`config.mk`:
```
export PLATFORM = sky130hd
export DESIGN_NAME = lfu_cell
export DESIGN_NICKNAME = d
export VERILOG_FILES = /design/src/lfu_pkg.sv /design/src/lfu_cell.sv
export SDC_FILE = /design/constraint.sdc
export NUM_CORES = 1
export LEC_CHECK = 0
export ABC_CLOCK_PERIOD_IN_PS = 3290
export BUFFER_PORTS_ARGS = -buffer_cell sky130_fd_sc_hd__buf_2
export CORE_UTILIZATION = 44
export DETAILED_ROUTE_END_ITERATION = 6
export PLACE_DENSITY = 0.87
export SLEW_MARGIN = 30
export SYNTH_ARGS = -nofsm -noshare
export SYNTH_HDL_FRONTEND = slang
export SYNTH_SLANG_ARGS = --single-unit
```
`constraint.sdc`:
```
create_clock -name i_clk -period 3.29 [get_ports i_clk]
set_input_delay 0.1645 -clock i_clk [delete_from_list [all_inputs] [get_ports i_clk]]
set_output_delay 0.1645 -clock i_clk [all_outputs]
set_load 0.1 [all_outputs]
```
`src/lfu_pkg.sv`:
```
package lfu_pkg;

    localparam int KEY_W = 32;
    localparam int CNT_W = 32;
    localparam int CFG_W = 7;
    localparam logic [KEY_W-1:0] MISS_VALUE = '1;
    localparam logic [CNT_W-1:0] COUNT_MAX  = '1;
    localparam logic [CFG_W-1:0] CAP_RESET  = 7'd64;

    // Fixed-width part of the scan beat that ripples down the row of cells.
    typedef struct packed {
        logic             found;
        logic [KEY_W-1:0] fdata;
        logic             free_found;
        logic             vic_valid;
        logic [CNT_W-1:0] vic_cnt;
        logic [KEY_W-1:0] vic_key;
    } t_scan;

    // Update broadcast to every cell for one cycle at the end of a request's scan.
    typedef struct packed {
        logic             load;
        logic             wr_data;
        logic             age_all;
        logic [KEY_W-1:0] key;
        logic [KEY_W-1:0] data;
    } t_cmd;

endpackage

```
`src/lfu_cell.sv`:
```
module lfu_cell #(
    parameter int N   = 64,
    parameter int IDX = 0
) (
    input  logic                       i_clk,
    input  logic                       i_rst_n,
    input  logic [lfu_pkg::KEY_W-1:0]  i_key,
    input  lfu_pkg::t_scan             i_scan,
    input  logic [((N>1)?$clog2(N):1)-1:0] i_fidx,
    input  logic [((N>1)?$clog2(N):1)-1:0] i_frank,
    input  logic [((N>1)?$clog2(N):1)-1:0] i_free_idx,
    input  logic [((N>1)?$clog2(N):1)-1:0] i_vic_idx,
    input  logic [((N>1)?$clog2(N):1)-1:0] i_vic_rank,
    output lfu_pkg::t_scan             o_scan,
    output logic [((N>1)?$clog2(N):1)-1:0] o_fidx,
    output logic [((N>1)?$clog2(N):1)-1:0] o_frank,
    output logic [((N>1)?$clog2(N):1)-1:0] o_free_idx,
    output logic [((N>1)?$clog2(N):1)-1:0] o_vic_idx,
    output logic [((N>1)?$clog2(N):1)-1:0] o_vic_rank,
    input  logic                       i_cmd_en,
    input  lfu_pkg::t_cmd              i_cmd,
    input  logic [((N>1)?$clog2(N):1)-1:0] i_cmd_idx,
    input  logic [((N>1)?$clog2(N):1)-1:0] i_cmd_rank
);
    import lfu_pkg::*;

    localparam int IW = (N > 1) ? $clog2(N) : 1;
    localparam logic [IW-1:0] MY = IW'(IDX);

    logic             r_valid;
    logic [KEY_W-1:0] r_key;
    logic [KEY_W-1:0] r_data;
    logic [CNT_W-1:0] r_cnt;
    logic [IW-1:0]    r_rank;

    t_scan         r_scan, n_scan;
    logic [IW-1:0] r_fidx, n_fidx, r_frank, n_frank, r_free_idx, n_free_idx;
    logic [IW-1:0] r_vic_idx, n_vic_idx, r_vic_rank, n_vic_rank;
    logic          better;

    always_comb begin
        n_scan     = i_scan;
        n_fidx     = i_fidx;
        n_frank    = i_frank;
        n_free_idx = i_free_idx;
        n_vic_idx  = i_vic_idx;
        n_vic_rank = i_vic_rank;
        if (!i_scan.found && r_valid && (r_key == i_key)) begin
            n_scan.found = 1'b1;
            n_scan.fdata = r_data;
            n_fidx       = MY;
            n_frank      = r_rank;
        end
        if (!i_scan.free_found && !r_valid) begin
            n_scan.free_found = 1'b1;
            n_free_idx        = MY;
        end
        better = r_valid && (!i_scan.vic_valid || (r_cnt < i_scan.vic_cnt) ||
                 ((r_cnt == i_scan.vic_cnt) && (r_rank > i_vic_rank)));
        if (better) begin
            n_scan.vic_valid = 1'b1;
            n_scan.vic_cnt   = r_cnt;
            n_scan.vic_key   = r_key;
            n_vic_idx        = MY;
            n_vic_rank       = r_rank;
        end
    end

    always_ff @(posedge i_clk) begin
        r_scan     <= n_scan;
        r_fidx     <= n_fidx;
        r_frank    <= n_frank;
        r_free_idx <= n_free_idx;
        r_vic_idx  <= n_vic_idx;
        r_vic_rank <= n_vic_rank;
    end

    always_ff @(posedge i_clk) begin
        if (!i_rst_n) begin
            r_valid <= 1'b0;
        end else if (i_cmd_en && (i_cmd_idx == MY) && i_cmd.load) begin
            r_valid <= 1'b1;
        end
    end

    always_ff @(posedge i_clk) begin
        if (i_cmd_en) begin
            if (i_cmd_idx == MY) begin
                r_rank <= '0;
                if (i_cmd.load) begin
                    r_key  <= i_cmd.key;
                    r_data <= i_cmd.data;
                    r_cnt  <= CNT_W'(1);
                end else begin
                    if (r_cnt != COUNT_MAX) begin
                        r_cnt <= r_cnt + CNT_W'(1);
                    end
                    if (i_cmd.wr_data) begin
                        r_data <= i_cmd.data;
                    end
                end
            end else if (r_valid && (i_cmd.age_all || (r_rank < i_cmd_rank))) begin
                r_rank <= r_rank + IW'(1);
            end
        end
    end

    assign o_scan     = r_scan;
    assign o_fidx     = r_fidx;
    assign o_frank    = r_frank;
    assign o_free_idx = r_free_idx;
    assign o_vic_idx  = r_vic_idx;
    assign o_vic_rank = r_vic_rank;

endmodule

```
==> flow_summary.ini <==
[sta]
post-route-min-period_ps = 3050
fmax_mhz = 328
post-route-period-util_pct = 92.6
fin_worst_skew_ps = 14.2
setup_tns_ps = 0
worst-slew-pin-transition_ps = 741
rsz0062_at_grt = false
final_critical_path_setup_slack_ps = 243
slew_headroom_pct = 50.2
hold_violations = 0
finalSetupViolations = 0
slew_violations = 0

[clock_tree]
clock_sinks = 232
path_clk_slew_ps = 70
post_cts_buffers = 0
cts-root-buf = clkbuf_16
cts_made_buffers = 25
cts.path.max_buffers = 3
hold_buffers = 194
cts_max_level = 1
tritoncts = built
insertion_delay_ps = 530
cts_resized = 0

[floorplanning]
ios = 372
die-area_sq_um = 22000
coreArea_sq_um = 21000
die_y_um = 148
dieWidth_um = 148
start_util_pct = 44.8
rows = 53

[routing]
dr.pass1.iters = 4
drc = 0
wirelength_um = 32000
final_antenna_net_count = 0
vias = 8097
drtIter0Drc = 325
via_per_inst = 5.02
routedWlPerCell_um = 19.8

[critical_path]
start_kind = flip-flop
critPathArrivalTime_ps = 3450
path_max_fanout = 24
path_class = flip-flop to flip-flop
end_kind = flip-flop
required_ps = 3690

[power]
total_leakage_power_nw = 6.35
p_total_mw = 7.10
ir_drop_v = 0.000503
cellPowerDensity_nw_per_um2 = 494

[place]
place_ws_ps = 279
port_buffers = 371
hpwl_um = 18900
gp_congestion = 0.819
placedInstanceArea_sq_um = 11600

[logic_synthesis]
syn_area_sq_um = 9420
avgSynthCellArea_sq_um = 13.1
ys_warn_count = 0
yosysSeqAreaShare_pct = 60.1
ys_ff_latch = 232
synth_edf_count = 102
ys.flop_type = dfxtp_1
ys_types = 42
synthArstFlopShare_pct = 0
synth_fp_nets = 1008
syn_inst = 720

[global_route]
grt_max_degree = 53
grt-ovfl-total = 0
antenna_found_initial = 5
grt_pass1_vias = 8792
grt_util_all_layers_pct = 28.3
grt_pass1_wl_um = 47000

[final_layout]
mostFrequentLayoutCell = buf_2
fillers = 1372
area_growth_pct = 52.7
layout_common_cells = buf_2, dlygate4sd3_1, dfxtp_1, edfxtp_1, mux2_2
design_area_sq_um = 14400
fin_nets = 1598
drive_gt1_share_pct = 38.0

[job]
max_cap_viol_count = 0

[worst_hold_path]
holdCritPathClass = input pin to flip-flop

[outcome]
outcome = finished, final reports clean
-- metrics by stage --
stage                     utilization, %  std cells  hold slack [ps]
after floorplan                        -        720              263
after global placement              55.4       1364              340
after detailed placement            55.4       1364              343
after CTS                           68.4       1604              123
after global routing                68.4       1609              179
final                               68.4       1612              153
-- worst paths after layout --
check               endpoint  depth (start not counted)    startpoint  slack (ps)
hold / removal     r_rank[0]                          4  i_cmd_idx[0]         150
setup / recovery  o_scan[10]                          8     r_cnt[30]         240
hold reg to reg   o_scan[85]                          1    r_data[19]         480
setup reg to reg  o_scan[10]                          8     r_cnt[30]         240
-- critical path, stage by stage, from the launching register on --
cell and delay [ps]:
edfxtp_1 470, ha_1 360, nand4_1 170, or4_4 610, o41ai_2 300, nand3_1 160
o21ai_4 110, buf_4 350, mux2_2 390
-- state kept, by name, indices dropped and copies added, names as in the netlist --
register and count:
o_vic_rank 6, o_frank 6, o_fidx 6, r_valid 1, r_rank 6, r_data 32
r_cnt 32, r_key 32, o_vic_idx 6, o_free_idx 6, o_scan 99
-- power breakdown --
part | switching [mW] | leakage [nW] | internal [mW]
registers | 0.0324 | 2.02 | 3.09
logic | 0.871 | 3.95 | 0.403
clock network | 1.17 | 0.376 | 1.53
total | 2.08 | 6.35 | 5.03
-- synthesized netlist by cell type (all sizes together) (14+ instances only) --
cell    count  area, sq um
mux2      108         1220
a21oi      18         90.1
nor2       50          188
nand4      16          100
nand3      14         70.1
nor2b      16          100
edfxtp    102         3060
inv        51          191
nand2      22         82.6
xor2       51          447
ha         45          563
dfxtp     130         2600
-- layout make-up --
cell class	instances	area (sq um)	area share, %
antenna	8	20.0	0.139
tap	275	344	2.39
clock buffer	33	676	4.70
sequential	232	5670	39.4
multi-input combinational	420	3470	24.1
inverter	51	191	1.33
clock inverter	13	101	0.704
timing repair buffer	580	3920	27.3
-- kinds of logic after synthesis --
kind of cell             after synthesis  share of synthesized area, %
AO/OA/AOI/OAI                         43                          2.95
XOR/XNOR                              64                          5.95
adder cells (fa/ha/maj)               45                          5.98
buffers and inverters                 68                          3.27
flip-flops                           232                          60.1
multiplexers                         108                          12.9
AND/OR/NAND/NOR                      160                          8.81
-- metal layers --
layer / track usage [%] / wire length [um] / share of wire [%]
met5: 0 / 0 / 0
met3: 7.02 / 2370 / 7.4
met4: 16.0 / 1750 / 5.5
met2: 50.9 / 16400 / 51
met1: 30.1 / 11500 / 36
Power figures use the tool's default switching activity.
